==> src/rtl/core/dnsqfab_pkg.sv <==
// Package: shared constants, types and the reply byte table of the DNS answer builder.
`timescale 1ns / 1ps

package dnsqfab_pkg;

  localparam int unsigned MAX_QUERY_BYTES = 256;
  localparam int unsigned POS_W = $clog2(MAX_QUERY_BYTES + 1);

  localparam int unsigned HDR_LEN = 12;
  localparam int unsigned REC_LEN = 16;
  localparam int unsigned SEQ_LEN = HDR_LEN + REC_LEN;
  localparam int unsigned SEQ_W = $clog2(SEQ_LEN);

  typedef logic [SEQ_W-1:0] seq_idx_t;
  typedef logic [3:0][7:0] hdr_hold_t;

  localparam seq_idx_t SEQ_HDR_FIRST = SEQ_W'(0);
  localparam seq_idx_t SEQ_HDR_LAST = SEQ_W'(HDR_LEN - 1);
  localparam seq_idx_t SEQ_REC_FIRST = SEQ_W'(HDR_LEN);
  localparam seq_idx_t SEQ_REC_LAST = SEQ_W'(SEQ_LEN - 1);

  // Configuration register indexes
  localparam int unsigned CFG_IDX_W = 2;
  localparam logic [CFG_IDX_W-1:0] CFG_ANSWER_IPV4 = CFG_IDX_W'(0);
  localparam logic [CFG_IDX_W-1:0] CFG_RESPOND_EN = CFG_IDX_W'(1);

  localparam logic [31:0] ANSWER_IPV4_RST = 32'hC0A8_0401;

  localparam logic [7:0] FLAGS_HI = 8'h81;
  localparam logic [7:0] FLAGS_LO = 8'h80;
  localparam logic [7:0] NAME_PTR_HI = 8'hC0;
  localparam logic [7:0] NAME_PTR_LO = 8'h0C;
  localparam logic [7:0] TTL_LO = 8'h3C;
  localparam logic [7:0] RDLEN_LO = 8'h04;
  localparam logic [7:0] ONE_LO = 8'h01;

  // Header (indexes 0..11) followed by the A record (indexes 12..27).
  function automatic logic [7:0] seq_byte(input seq_idx_t idx, input hdr_hold_t hold,
                                          input logic [31:0] ipv4);
    logic [7:0] b;
    b = 8'h00;
    case (idx)
      SEQ_W'(0):  b = hold[0];
      SEQ_W'(1):  b = hold[1];
      SEQ_W'(2):  b = FLAGS_HI;
      SEQ_W'(3):  b = FLAGS_LO;
      SEQ_W'(4):  b = hold[2];
      SEQ_W'(5):  b = hold[3];
      SEQ_W'(7):  b = ONE_LO;      // answer count
      SEQ_W'(12): b = NAME_PTR_HI;
      SEQ_W'(13): b = NAME_PTR_LO;
      SEQ_W'(15): b = ONE_LO;      // type A
      SEQ_W'(17): b = ONE_LO;      // class IN
      SEQ_W'(21): b = TTL_LO;
      SEQ_W'(23): b = RDLEN_LO;
      SEQ_W'(24): b = ipv4[31:24];
      SEQ_W'(25): b = ipv4[23:16];
      SEQ_W'(26): b = ipv4[15:8];
      SEQ_W'(27): b = ipv4[7:0];
      default:    b = 8'h00;
    endcase
    return b;
  endfunction

endpackage

==> src/rtl/core/dns_query_fixed_answer_builder.sv <==
// Top level: streaming DNS query in, captive-portal A-record reply out.
//
// Query bytes enter on query_* (valid/ready, query_last_i on the final byte);
// reply bytes leave on reply_* from an output register, reply_last_o on the
// final record byte. Register writes go through cfg_* (index 0: answer IPv4,
// index 1: respond enable); cfg_ready_o is always high.
// A reply byte is loaded into the output register as its query byte is taken.
// Throughput: one query byte per cycle while bytes are only echoed and the
// output is not stalled. At byte 11 the 12-byte header and at the last byte
// the 16-byte record (both if that is byte 11) go out one per cycle from a
// burst counter unless stalled; query_ready_o is low until the burst drains.
// Runt queries (under 12 bytes) and queries while disabled give no output.
// The enable is sampled on byte 0 of each query.
// Reset clears position, burst and output valid; the IPv4 register resets to
// 192.168.4.1 and the enable to 0. No clearing pass is needed.
// When reply_ready_i is low the output register holds and query_ready_o drops.
`timescale 1ns / 1ps

module dns_query_fixed_answer_builder (
  input  logic                                clk_i,
  input  logic                                rst_ni,
  input  logic                                query_valid_i,
  output logic                                query_ready_o,
  input  logic [7:0]                          query_byte_i,
  input  logic                                query_last_i,
  output logic                                reply_valid_o,
  input  logic                                reply_ready_i,
  output logic [7:0]                          reply_byte_o,
  output logic                                reply_last_o,
  input  logic                                cfg_valid_i,
  output logic                                cfg_ready_o,
  input  logic [dnsqfab_pkg::CFG_IDX_W-1:0]   cfg_index_i,
  input  logic [31:0]                         cfg_data_i
);

  localparam int unsigned PW = dnsqfab_pkg::POS_W;
  localparam logic [PW-1:0] POS_MAX = PW'(dnsqfab_pkg::MAX_QUERY_BYTES);
  localparam logic [PW-1:0] POS_HDR_END = PW'(dnsqfab_pkg::HDR_LEN - 1);
  localparam logic [PW-1:0] POS_BODY = PW'(dnsqfab_pkg::HDR_LEN);

  logic [31:0]                ipv4_q;
  logic                       resp_en_q;
  logic [PW-1:0]              pos_q, pos_d;
  logic                       pkt_en_q;
  dnsqfab_pkg::hdr_hold_t     hold_q;
  logic                       burst_q, burst_d;
  dnsqfab_pkg::seq_idx_t      idx_q, idx_d;
  dnsqfab_pkg::seq_idx_t      end_q, end_d;
  logic                       out_valid_q, out_valid_d;
  logic [7:0]                 out_byte_q, out_byte_d;
  logic                       out_last_q, out_last_d;

  logic                       load_ok, q_acc, en_now;
  logic                       do_echo, do_hdr, do_rec;
  dnsqfab_pkg::seq_idx_t      start_idx;

  assign cfg_ready_o   = 1'b1;
  assign load_ok       = !out_valid_q || reply_ready_i;
  assign query_ready_o = load_ok && !burst_q;
  assign q_acc         = query_valid_i && query_ready_o;

  assign reply_valid_o = out_valid_q;
  assign reply_byte_o  = out_byte_q;
  assign reply_last_o  = out_last_q;

  assign en_now  = (pos_q == '0) ? resp_en_q : pkt_en_q;
  assign do_echo = en_now && (pos_q >= POS_BODY) && (pos_q < POS_MAX);
  assign do_hdr  = en_now && (pos_q == POS_HDR_END);
  assign do_rec  = en_now && query_last_i && (pos_q >= POS_HDR_END);
  assign start_idx = do_hdr ? dnsqfab_pkg::SEQ_HDR_FIRST : dnsqfab_pkg::SEQ_REC_FIRST;

  always_comb begin
    pos_d       = pos_q;
    burst_d     = burst_q;
    idx_d       = idx_q;
    end_d       = end_q;
    out_valid_d = out_valid_q;
    out_byte_d  = out_byte_q;
    out_last_d  = out_last_q;
    if (load_ok) begin
      out_valid_d = 1'b0;
    end
    if (q_acc) begin
      if (query_last_i) begin
        pos_d = '0;
      end else if (pos_q < POS_MAX) begin
        pos_d = pos_q + PW'(1);
      end
      end_d = do_rec ? dnsqfab_pkg::SEQ_REC_LAST : dnsqfab_pkg::SEQ_HDR_LAST;
      if (do_echo) begin
        out_valid_d = 1'b1;
        out_byte_d  = query_byte_i;
        out_last_d  = 1'b0;
        burst_d     = do_rec;
        idx_d       = dnsqfab_pkg::SEQ_REC_FIRST;
      end else if (do_hdr || do_rec) begin
        out_valid_d = 1'b1;
        out_byte_d  = dnsqfab_pkg::seq_byte(start_idx, hold_q, ipv4_q);
        out_last_d  = 1'b0;
        burst_d     = 1'b1;
        idx_d       = start_idx + dnsqfab_pkg::SEQ_W'(1);
      end
    end else if (burst_q && load_ok) begin
      out_valid_d = 1'b1;
      out_byte_d  = dnsqfab_pkg::seq_byte(idx_q, hold_q, ipv4_q);
      out_last_d  = (idx_q == dnsqfab_pkg::SEQ_REC_LAST);
      if (idx_q == end_q) begin
        burst_d = 1'b0;
      end else begin
        idx_d = idx_q + dnsqfab_pkg::SEQ_W'(1);
      end
    end
  end

  always_ff @(posedge clk_i or negedge rst_ni) begin
    if (!rst_ni) begin
      ipv4_q      <= dnsqfab_pkg::ANSWER_IPV4_RST;
      resp_en_q   <= 1'b0;
      pos_q       <= '0;
      pkt_en_q    <= 1'b0;
      burst_q     <= 1'b0;
      idx_q       <= '0;
      end_q       <= '0;
      out_valid_q <= 1'b0;
      out_last_q  <= 1'b0;
    end else begin
      if (cfg_valid_i && cfg_ready_o) begin
        if (cfg_index_i == dnsqfab_pkg::CFG_ANSWER_IPV4) begin
          ipv4_q <= cfg_data_i;
        end else if (cfg_index_i == dnsqfab_pkg::CFG_RESPOND_EN) begin
          resp_en_q <= cfg_data_i[0];
        end
      end
      if (q_acc && pos_q == '0) begin
        pkt_en_q <= resp_en_q;
      end
      pos_q       <= pos_d;
      burst_q     <= burst_d;
      idx_q       <= idx_d;
      end_q       <= end_d;
      out_valid_q <= out_valid_d;
      out_last_q  <= out_last_d;
    end
  end

  // Payload registers: ID and question-count bytes, reply byte
  always_ff @(posedge clk_i) begin
    out_byte_q <= out_byte_d;
    if (q_acc) begin
      if (pos_q == PW'(0)) hold_q[0] <= query_byte_i;
      if (pos_q == PW'(1)) hold_q[1] <= query_byte_i;
      if (pos_q == PW'(4)) hold_q[2] <= query_byte_i;
      if (pos_q == PW'(5)) hold_q[3] <= query_byte_i;
    end
  end

  // A burst always has a byte sitting in the output register.
  a_burst_has_out: assert property (@(posedge clk_i) disable iff (!rst_ni)
    burst_q |-> out_valid_q)
    else $error("burst active without a pending reply byte");

  // The final record byte closes the burst.
  a_last_ends_burst: assert property (@(posedge clk_i) disable iff (!rst_ni)
    (out_valid_q && out_last_q) |-> !burst_q)
    else $error("reply_last while burst still active");

  a_idx_in_range: assert property (@(posedge clk_i) disable iff (!rst_ni)
    burst_q |-> (idx_q <= end_q))
    else $error("burst index past its end");

  a_end_legal: assert property (@(posedge clk_i) disable iff (!rst_ni)
    burst_q |-> (end_q == dnsqfab_pkg::SEQ_HDR_LAST || end_q == dnsqfab_pkg::SEQ_REC_LAST))
    else $error("burst end is neither header nor record end");

endmodule
==> config.mk <==
export PLATFORM = sky130hd
export DESIGN_NAME = dns_query_fixed_answer_builder
export DESIGN_NICKNAME = d
export VERILOG_FILES = /design/src/rtl/core/dnsqfab_pkg.sv /design/src/rtl/core/dns_query_fixed_answer_builder.sv
export SDC_FILE = /design/constraint.sdc
export NUM_CORES = 1
export LEC_CHECK = 0
export BUFFER_PORTS_ARGS = -buffer_cell sky130_fd_sc_hd__buf_2
export CAP_MARGIN = 20
export CORE_MARGIN = 3
export CORE_UTILIZATION = 52
export DETAILED_ROUTE_END_ITERATION = 8
export MAX_ROUTING_LAYER = met4
export PLACE_DENSITY_LB_ADDON = 0.12
export SYNTH_ARGS = -nofsm -noshare
export SYNTH_HDL_FRONTEND = slang
export SYNTH_SLANG_ARGS = --single-unit
==> constraint.sdc <==
create_clock -name clk_i -period 2.6 [get_ports clk_i]
set_input_delay 0.26 -clock clk_i [delete_from_list [all_inputs] [get_ports clk_i]]
set_output_delay 0.26 -clock clk_i [all_outputs]
set_load 0.005 [all_outputs]
==> reports/metrics.yaml, run 1 <==
yosys:
  synth_common_cells: "dfrtp_1 (46), edfxtp_1 (40), mux2_2 (34)"
  yosys.cell_count.top_type: "dfrtp_1"
  syn_nets: 442
  synthSimpleGateAreaFrac_pct: 12.46
  synth_top_area_share_pct: 25.88
  synth_edf_count: 40
  ys_ff_latch: 93
  muxShareOfSynthArea_pct: 9.760
  synth_fa_ha_area_share_pct: 1.887
  syn_area_um2: 4641
  ys.flop_type: "dfrtp_1"
  ys_types: 69
  syn_inst: 387
  yosys-top-cells-area: "edfxtp_1 (26%), dfrtp_1 (25%), mux2_2 (8.3%)"
  async_flop_share_pct: 56.99
  yosys.area.top_type: "edfxtp_1"
  syn_area_per_cell_um2: 11.99
  synth_warnings: 0
  synth-xor-area-share_pct: 0.7549
  synth_top_family_by_area: "compound AO/OA/AOI/OAI gates"
  synth_compound_area_share_pct: 16.99
  ys_seq_area_share_pct: 54.65
route:
  met1Wirelength_um: 5191
  firstDrtPassIters: 5
  ant_nets: 0
  routedWlPerCell_um: 20.32
  vias: 3605
  routed_wl_um: 11620
  dr_wl_met2_um: 5224
  vias_per_cell: 6.302
  routed-wl-met3_um: 987
  top_layer_used: "met4"
  drtIter0Drc: 250
  drc: 0
run_status:
  status: "completed"
sta:
  max_freq_mhz: 416.0
  worstMarginPinSlew_ns: 0.7218
  finClkSkew_ns: 0.01590
  relSlewSlack_pct: 50.63
  fin_crit_sh_pct: 92.46
  setup_viol: 0
  layout_setup_ws_ns: 0.1962
  min_period_ns: 2.404
  drv_slew: 0
  hold_viol_final: 0
cells_and_area:
  final_util_pct: 64.38
  layout.nets: 517
  syn_to_final_growth_pct: 16.85
  final_area_um2: 5423
  layout.cells.non_filler: 572
  drive_above_1_share_pct: 34.26
  antenna_cells: 0
die:
  io_pins: 60
  die_x_um: 100.5
  initial_core_util_pct: 55.10
  coreArea_um2: 8423
  dieArea_um2: 10090
  fp-row-count: 33
  dieHeight_um: 100.5
grt:
  grt_overflow: 0
  grt_antenna_before_repair: 0
  track_usage_pct: 24.66
  grt_pass1_wl_um: 18530
  grt_pass1_vias: 3538
  grt_max_degree: 36
clock_tree:
  numClockSinks: 93
  numCtsBuffers: 9
  cts_tree: "yes"
  root_buffer: "clkbuf_8"
  path_clk_slew_ns: 0.11
  clkLatencyLatePin_ns: 0.37
  h-tree-depth: 3
  postCtsSetupRepairBufs: 0
  clock_path_buffers: 2
job:
  cap_violations: 0
critical_path:
  setup.worst_path.class: "reg2reg"
  critPathArrivalTime_ns: 2.50
  rr_startpoint: "pos_q[4]"
  crit_required_ns: 2.69
  cp_cell_sequence: "nor4_4 > nand3_1 > buf_4 > a221o_1 > o221ai_1 > o21ai_0"
  cp-start-kind: "register"
  slowest_stage: "dfrtp_1"
  rr_worst_depth: 6
  worstPathMaxFanout: 10
  cpPeakStageDelay_ns: 0.50
  r2r_slack_ns: 0.20
  endpoint_kind: "register"
  reg2reg_to: "reply_byte_o[7]"
placement:
  hpwl_um: 8634
  globalplace.congestion: 0.9602
  pre_cts_slack_ns: 0.1554
  dpl-instance-area_um2: 5206
  io_buffer_count: 58
  dp_cells: 555
worst_hold_path:
  min_from: "cfg_data_i[12]"
  hold_depth: 2
  min_path_type: "in2reg"
  min_to: "ipv4_q[12]"
power_and_ir_drop:
  leakage_nw: 2.199
  ir_drop_v: 0.0004407
  powerDensity_nw_per_um2: 891.8
[layer usage]
layer	track usage, %	vias up
met5	-	-
met4	8.705	0
met3	4.014	25
met2	35.93	180
met1	35.18	1758
li1	-	1642
[state kept, by name (all words and copies together) (netlist names), named ones only]
register / count
hold_q: 32
end_q: 2
pos_q: 9
idx_q: 5
burst_q: 1
pkt_en_q: 1
ipv4_q: 32
reply_byte_o: 8
resp_en_q: 1
reply_last_o: 1
[report_power, final]
part | total, W | internal (W) | switching (W) | leakage (nW)
clock network | 0.000957 | 0.000417 | 0.000540 | 0.0957
logic | 0.00181 | 0.000840 | 0.000967 | 1.10
registers | 0.00207 | 0.00184 | 0.000234 | 0.998
[timing repair]
item                                   CTS  global route
endpoints found under the hold margin   15             0
resized for setup                        0             2
hold buffers                             1             0
setup endpoints to repair                0             6
[kinds of logic (layout without fill, tap and decap cells)]
family,count (synthesis),in the layout
muxes,41,41
adders and majority gates,7,7
AOI/OAI and AO/OA,105,105
and+or+nand+nor,97,97
xor gates and xnor gates,4,4
other,1,1
buffers and inverters,39,119
DFF,93,93
[layout make-up]
cell class                 instances  area, um2
tap                              105      131.4
clock inverter                     5      42.54
inverter                          12      45.04
fill                             689       3000
multi-input combinational        255       1974
clock buffer                      11      152.6
timing repair buffer              91      540.5
sequential                        93       2536
[worst max-delay path by stage]
stage | endpoint | cells past startpoint | from
finish | reply_byte_o[7] | 6 | pos_q[4]
global route | reply_byte_o[6] | 8 | pos_q[1]
detailed placement | reply_byte_o[1] | 7 | pos_q[1]
floorplan | hold_q[10] | 4 | pos_q[4]
CTS | reply_byte_o[1] | 7 | pos_q[1]
global placement | reply_byte_o[1] | 5 | pos_q[4]
[critical path, delay by kind of cell, from the launching register on]
family	cells	cell delay (ns)
AOI/OAI and AO/OA	3	0.73
and+or+nand+nor	2	0.71
DFF	1	0.50
buffers and inverters	1	0.20
[placed cells by master (no fill, tap or decap), types with 3 or more instances in the layout]
cell      count
ha_1          7
and3_1        5
a21oi_1       7
a22oi_1      14
nor2b_1       7
buf_2        58
nand2_1      22
nand2b_1      4
edfxtp_1     40
a32o_1        3
nor2_1       13
nand3_1       7
o211ai_1      4
mux2i_1       7
and2_1        4
nor3_1        5
dfrtp_1      46
nand4_1       6
o21ai_0      23
a221o_1       3
buf_4        32
a22o_1        8
xor2_1        3
o221ai_1      3
and4b_1       5
o22ai_1      10
inv_1        11
clkbuf_8      9
dfstp_2       7
mux2_2       34
[metrics by stage]
stage	power, W	setup TNS [ns]	hold slack, ns
3_3_place_gp	0.003815	0	0.2201
5_1_grt	0.005119	-0.006920	0.1027
3_5_place_dp	0.003859	0	0.2361
2_1_floorplan	0.003154	-3.608	-0.03559
6_report	0.004836	0	0.1144
4_1_cts	0.004820	0	0.1015
Power figures use the tool's default switching activity.
==> run 2, diff against run 1 <==
- REMOVE_ABC_BUFFERS: unset -> 1
==> run 2 against run 1 <==
Non-clock buffer count fell by 11. Combinational power shrank 6%. Setup slack worse by 0.052 ns. Power is 2.4% lower. Global-route usage is 0.42 points lower. Critical path type unchanged. Largest cell class unchanged.
==> reports/metrics.yaml, run 2 (synthesis results as in run 1) <==
run_status:
  status: "completed"
placement:
  io_buffer_count: 58
  dpl-instance-area_um2: 5124
  hpwl_um: 8143
  globalplace.congestion: 0.8878
power_and_ir_drop:
  p_int_w: 0.002963
  leakage_nw: 2.155
  p_comb_share_pct: 36.2
  seq_power_share_pct: 43.1
  ir_drop_v: 0.0003950
  switching_power_w: 0.001757
  sw_frac_of_total_pct: 37.23
  pwr-share-clk_pct: 20.7
  powerDensity_nw_per_um2: 883.0
die:
  coreArea_um2: 8423
  dieHeight_um: 100.5
  dieArea_um2: 10090
  initial_core_util_pct: 55.10
  fp-row-count: 33
  die_x_um: 100.5
  io_pins: 60
route:
  ant_nets: 0
  drc: 0
  drtIter0Drc: 222
  vias_per_cell: 6.333
  vias: 3553
  firstDrtPassIters: 5
  routedWlPerCell_um: 20.16
  routed_wl_um: 11310
grt:
  grt_max_degree: 33
  grt_overflow: 0
  grt_antenna_before_repair: 0
  grt_pass1_wl_um: 18330
  grt_pass1_vias: 3539
  track_usage_pct: 24.24
  grt_util_met2_pct: 37.36
  busiest_layer: "met2"
  use_met3_pct: 3.391
  met1_usage_pct: 33.06
cells_and_area:
  drive_above_1_share_pct: 32.68
  final_util_pct: 63.46
  final_cell_mix: "buf_2 (58), dfrtp_1 (46), edfxtp_1 (40), mux2_2 (34), o21ai_0 (23)"
  syn_to_final_growth_pct: 15.18
  layout.nets: 506
  largestRegisters: "hold_q x32, ipv4_q x32, pos_q x9"
  antenna_cells: 0
  final_common_cell: "buf_2"
  final_area_um2: 5345
sta:
  finClkSkew_ns: 0.01465
  worstMarginPinSlew_ns: 0.7188
  rsz0062_at_grt: "no"
  relSlewSlack_pct: 50.84
  max_freq_mhz: 407.2
  drv_slew: 0
  min_period_ns: 2.456
  fin_crit_sh_pct: 94.46
  setup_viol: 0
  hold_viol_final: 0
  tns_ns: 0
  whs_ns: 0.1059
clock_tree:
  numCtsBuffers: 9
  clkLatencyLatePin_ns: 0.37
  postCtsSetupRepairBufs: 0
  clock_path_buffers: 2
  h-tree-depth: 3
  root_buffer: "clkbuf_8"
  path_clk_slew_ns: 0.11
  numClockSinks: 93
  cts_tree: "yes"
worst_hold_path:
  min_to: "ipv4_q[9]"
  min_from: "cfg_data_i[9]"
  min_path_type: "in2reg"
  hold_depth: 2
critical_path:
  setup.worst_path.class: "reg2reg"
  reg2reg_to: "reply_byte_o[5]"
  worstPathMaxFanout: 10
  slowest_stage: "or4_4"
  r2r_slack_ns: 0.14
  critPathArrivalTime_ns: 2.54
  cp_cell_sequence: "or4_4 > o41ai_4 > a31oi_2 > o21ai_2 > inv_1"
  crit_required_ns: 2.68
  rr_startpoint: "pos_q[4]"
  rr_worst_depth: 5
  cpPeakStageDelay_ns: 0.61
  endpoint_kind: "register"
  cp-start-kind: "register"
job:
  cap_violations: 0
==> run 2: changes by cell type in the layout (fill, tap and decap cells not counted), sizes merged <==
cell | before | now
buf | 90 | 79
clkbuf | 11 | 9
inv | 14 | 16
clkinv | 2 | 3
clkinvlp | 1 | 0
==> run 2: routing by layer <==
layer | part of all wire, % | up-vias
li1 | - | 1628
met3 | 6.5 | 29
met2 | 48 | 155
met4 | 2.0 | 0
met5 | 0 | -
met1 | 44 | 1741
==> run 2: critical path: cells and delay by family, from the launching register on <==
family,cells,cell delay [ns]
AO/OA/AOI/OAI,3,0.78
AND/OR/NAND/NOR,1,0.61
buffers and inverters,1,0.26
flip-flops,1,0.50
==> run 2: cell type report <==
class / count / area, um2
timing repair buffer: 80 / 457.9
inverter: 12 / 45.04
clock inverter: 7 / 76.32
tap: 105 / 131.4
fill: 694 / 3078
multi-input combinational: 255 / 1974
sequential: 93 / 2536
clock buffer: 9 / 123.9
==> run 2: repair_timing <==
action | CTS | global route
setup endpoints to repair | 0 | 6
hold buffers | 1 | 0
hold endpoints to repair | 17 | 0
gates resized for setup | 0 | 1
==> run 2: metrics by stage <==
| step | std cells | setup WS (ns) | power (W) |
|---|---|---|---|
| 5_1_grt | 561 | 0.03840 | 0.004985 |
| 6_report | 561 | 0.1440 | 0.004720 |
| 3_3_place_gp | 544 | 0.2068 | 0.003701 |
| 4_1_cts | 561 | 0.04641 | 0.004710 |
| 3_5_place_dp | 544 | 0.1064 | 0.003747 |
| 2_1_floorplan | 360 | -0.6261 | 0.003107 |
==> run 2: power groups by stage <==
stage	clock, W	combinational [W]	sequential, W
2_1_floorplan	0	0.000997	0.00211
3_3_place_gp	0	0.00165	0.00205
3_5_place_dp	0	0.00168	0.00207
4_1_cts	0.000987	0.00169	0.00203
5_1_grt	0.00104	0.00188	0.00207
6_report	0.000975	0.00171	0.00203
==> run 2: how the worst max path moves through the flow <==
stage                        start  cells past startpoint  slack (ns)         endpoint
global placement          pos_q[4]                      5        0.21  reply_byte_o[0]
detailed placement        pos_q[1]                      7        0.11  reply_byte_o[1]
floorplan           cfg_index_i[0]                      2       -0.63       ipv4_q[11]
global route              pos_q[0]                      7        0.04  reply_byte_o[2]
CTS                       pos_q[1]                      7        0.05  reply_byte_o[5]
finish                    pos_q[4]                      5        0.14  reply_byte_o[5]
